$ cat src/sv/gcs_ram.sv
// ----------------------------------------------------------------------------
// Generic single-port RAM
// One read or write per cycle; read data is registered.
// ----------------------------------------------------------------------------
module gcs_ram #(
    parameter int WIDTH = 8,
    parameter int DEPTH = 256
) (
    input  logic                     i_clk,
    input  logic                     i_we,
    input  logic                     i_re,
    input  logic [$clog2(DEPTH)-1:0] i_addr,
    input  logic [WIDTH-1:0]         i_wdata,
    output logic [WIDTH-1:0]         o_rdata
);

    logic [WIDTH-1:0] r_mem [DEPTH];
    logic [WIDTH-1:0] r_rdata;

    // Write port and registered read port share the address.
    always_ff @(posedge i_clk) begin
        if (i_we) begin
            r_mem[i_addr] <= i_wdata;
        end
        if (i_re) begin
            r_rdata <= r_mem[i_addr];
        end
    end

    assign o_rdata = r_rdata;

endmodule

$ cat config.mk
export PLATFORM = sky130hd
export DESIGN_NAME = gcs_ram
export DESIGN_NICKNAME = d
export VERILOG_FILES = /design/src/sv/gcs_ram.sv
export SDC_FILE = /design/constraint.sdc
export NUM_CORES = 2
export LEC_CHECK = 0
export ABC_AREA = 1
export BUFFER_PORTS_ARGS = -buffer_cell sky130_fd_sc_hd__buf_2
export CORE_UTILIZATION = 41
export DETAILED_ROUTE_END_ITERATION = 8
export GPL_ROUTABILITY_DRIVEN = 0
export PLACE_DENSITY_LB_ADDON = 0.25
export SKIP_LAST_GASP = 1
export SLEW_MARGIN = 30
export SYNTH_ARGS = -nofsm -noshare
export SYNTH_HDL_FRONTEND = slang
export SYNTH_SLANG_ARGS = --single-unit
$ cat constraint.sdc
create_clock -name i_clk -period 2.3 [get_ports i_clk]
set_input_delay 0.345 -clock i_clk [delete_from_list [all_inputs] [get_ports i_clk]]
set_output_delay 0.345 -clock i_clk [all_outputs]
set_load 0.02 [all_outputs]
# Yosys cells after proc, flatten, opt, wreduce, memory -nomap -nowiden
# Memories as Yosys holds them, arrays and structs flattened. A register that Yosys moved wholly into a read port is not among the register bits.
# Cells that the tools add are included.
# totals
regBits,0
latch_bits,0
ramBits,2048
mem_bits_ro,0
input_bits,19
output_inout_bits,8
elab_cells,3
memories,1
# classes
add_sub_neg,0
mul,0
n_div,0
n_lt_le_gt_ge,0
eq_ne,0
n_shift,0
n_mux,2
bitwise_logic,0
n_reduce_logical,0
# memory_table
memory,words,width,rd,rd_clocked_by_memory_dff,wr,line,rtl
r_mem,256,8,1,1,1,17,logic [WIDTH-1:0] r_mem [DEPTH];
# ops
cell,n
1-bit 2-to-1 mux,2

# Longest topological paths before layout
# depth
ltp_word,2
mapped_depth,15
mapped_depth_nobuf,13

# Worst setup path before layout
# Ideal clock, no wire load.
# synth_path
path_kind,input-to-reg
start,input i_addr[1]
end,memory r_mem[234][0] (enable)
setup_time_ns,0.370
arrival_ns,1.815
required_ns,1.930
path_slack_ns,0.115
path_stages,10
path_buffers,4
cell_sequence,buf_4 > inv_4 > nor2_8 > buf_4 > buf_4 > inv_2 > nor2_1 > nand2_1 > clkbuf_1 > nor2_1
# synth_rtl
element,line,rtl
start: declaration,12,"input logic [$clog2(DEPTH)-1:0] i_addr,"
end: declaration,17,
# No word-level cell before the write port.

==> impl_metrics.ini <==
[logic_synthesis]
netlist.area_leader.share_pct = 72.7
yosys.cell_count.top_type = nand2_1
synth_common_cells = nand2_1 (4,770), edfxtp_1 (2,056), nor2_1 (361)
synth_seq_cells = 2056
synth_enable_flop_cells = 2056
synth_cells = 8021
synthTopCellsByArea = edfxtp_1 (73%), nand2_1 (21%), nor2_1 (1.6%), nand3_1 (1.1%), buf_2 (1.1%)
ys_seq_area_share_pct = 72.7
yosysWarnings = 0
netlist_area_sq_um = 84900
yosys.area.top_type = edfxtp_1
ys.flop_type = edfxtp_1
yosysUniqueCellTypes = 17
syn_avg_cell_area_sq_um = 10.6
synthArstFlopShare_pct = 0
syn-num-nets = 8040

[power_and_ir_drop]
p_clk_share_pct = 42.4
powerDensity_nw_per_um2 = 801
p_int_w = 0.0623
pwr-share-seq_pct = 51.2
leakagePower_nw = 40.9
peakVddDrop_v = 0.000822
p_sw_w = 0.0184
p_comb_share_pct = 6.4
swShare_pct = 22.8

[route]
top_layer = met4
postRouteAntennaNets = 0
drt-met1-wl_mm = 103
wl_per_cell_um = 21.0
wl_met2_mm = 113
vias = 58000
route.met3.wl_mm = 17.1
finalWirelength_mm = 240
drc = 0
drt_iter0_markers = 5777
viasPerCell = 5.06
firstDrtPassIters = 7

[sta]
slew-limit-headroom_pct = 32.3
rsz0062_at_grt = false
finalCritPeriodShare_pct = 97.0
fin_crit_ps = 2230
setup_viol = 0
drv_slew = 0
max_freq_ghz = 0.448
finClkSkew_ps = 47.7
worstMarginPinSlew_ps = 1010
final_hold_viol_count = 0
fin_setup_tns_ps = 0

[clock_network]
post_cts_buffers = 0
clk_latency_ps = 870
clk_path_buf_depth = 3
htree_levels = 4
cts_tree = done
clock-root-buffer = clkbuf_16
cts_sinks = 2056
cts_made_buffers = 211
clkTransAtPathRegs_ps = 60

[floorplanning]
io_pins = 27
die_w_um = 457
std_cell_rows = 166
core_sq_um = 205000
die_h_um = 457
start_util_pct = 41.4
dieArea_sq_um = 209000

[worst_setup_path]
max_stage_delay_ps = 370
cp_num_buf_inv = 1
crit_type = reg2reg
start_kind = flop
critPathSlowestCell = edfxtp_1
cp_common_cell = nand2_1
crit_fanout = 1
endpoint_kind = flop
reg2reg_slack_ps = 70
path_cells = nand2_1 -> nand2_1 -> nand2_1 -> nand3_1 -> nand2_1 -> nand2_1 -> o21ai_1 -> nand2_1 -> buf_4 -> nor2_1 -> nor2_1 -> nor2_2 -> nand2_1
cp.arrival_ps = 2830
required_ps = 2900
cp_top_family = simple AND/OR/NAND/NOR gates

[grt]
grt_use_total_pct = 22.8
grt-ovfl-total = 0
antenna_found_initial = 8
grt_pass1_vias = 56600
grt_max_degree = 82
grt_pass1_wl_mm = 357

[hold_path]
min_path_type = in2reg

[final_layout]
drive_above_1_share_pct = 12.5
final_core_util_pct = 49.2
final_nets = 8612
n_fill_cell = 18400
syn2layout_area_growth_pct = 18.8
postLayoutCellArea_sq_um = 101000

[outcome]
status = finished, final reports clean

[placement]
port_buffers = 26
dpl_cell_area_sq_um = 93800
hpwlAfterDp_mm = 152

[run]
max_cap_violations = 0
==> placed cells by master (no fill, tap or decap), types with 9 or more instances in the layout <==
master	instances
nand2_1	4760
edfxtp_1	2056
buf_4	622
nor2_1	347
clkbuf_16	211
nand3_1	188
o21ai_1	121
buf_12	119
clkinv_1	58
clkinv_2	44
o21ai_0	38
clkbuf_1	35
a21oi_1	32
inv_1	29
bufinv_16	23
buf_2	16
nand2_2	10
buf_8	10
dlygate4sd3_1	9
==> metal layers <==
layer | vias to the layer above | GRT usage [%]
met4 | 0 | 6.51
met5 | - | 0
met3 | 364 | 3.83
met1 | 28200 | 31.3
met2 | 1919 | 37.2
li1 | 27500 | -
==> flip-flops by register name, indices dropped and copies added, names as in the netlist <==
signal	flops
r_mem	2048
o_rdata	8
==> power groups by stage <==
stage | logic (W) | registers (W) | clock network, W
floorplan | 0.00235 | 0.0422 | 0
global placement | 0.00514 | 0.0422 | 0
detailed placement | 0.00517 | 0.0422 | 0
CTS | 0.00521 | 0.0414 | 0.0347
global route | 0.00568 | 0.0413 | 0.0361
finish | 0.00520 | 0.0414 | 0.0342
==> tightest hold or removal path, cell delays in order <==
cell	delay, ps
buf_2	210
nand3_1	190
nor2_1	60
buf_4	170
==> path summary, 6_finish.rpt <==
path,startpoint,to,cells past startpoint
min reg2reg,r_mem[75][0],o_rdata[0],10
min,i_we,r_mem[183][6],4
max reg2reg,r_mem[253][7],o_rdata[7],13
max,r_mem[253][7],o_rdata[7],13
==> timing repair <==
| item | in CTS | in global routing |
|---|---|---|
| hold buffers | 9 | 0 |
| pin swaps | 0 | 1 |
| setup endpoints to repair | 1 | 7 |
| endpoints found under the hold margin | 172 | 0 |
| resized for setup | 2 | 14 |
| gates cloned | 0 | 0 |
==> cells by family (layout without fill, tap and decap cells) <==
| kind of cell | after synthesis | after routing | synth area share [%] |
|---|---|---|---|
| AND/OR/NAND/NOR | 5321 | 5321 | 23.8 |
| AO/OA/AOI/OAI | 192 | 192 | 1.13 |
| other | 0 | 3 | 0 |
| buffers and inverters | 452 | 1203 | 2.36 |
| flip-flops | 2056 | 2056 | 72.7 |
==> layout make-up <==
type                    instances  area (sq um)  area share (%)
flip-flops and latches       2056         61700            61.2
multi-input cells            5513         21300            21.1
repair buffers                776          7370            7.31
inverters                      35           165           0.164
clock buffers                 246          5410            5.36
diodes                          3          7.51         0.00744
clock inverters               146          1510            1.50
well taps                    2688          3360            3.33
==> metrics by stage <==
stage / hold WS [ps] / cells / total power (W) / worst slack, ps
6_report: 312 / 11500 / 0.0808 / 69.7
2_1_floorplan: 444 / 8021 / 0.0445 / 115
3_3_place_gp: 654 / 11100 / 0.0473 / -792
4_1_cts: 239 / 11500 / 0.0813 / 3.81
3_5_place_dp: 648 / 11100 / 0.0473 / -780
5_1_grt: 305 / 11500 / 0.0831 / 4.25
Power figures use the tool's default switching activity.
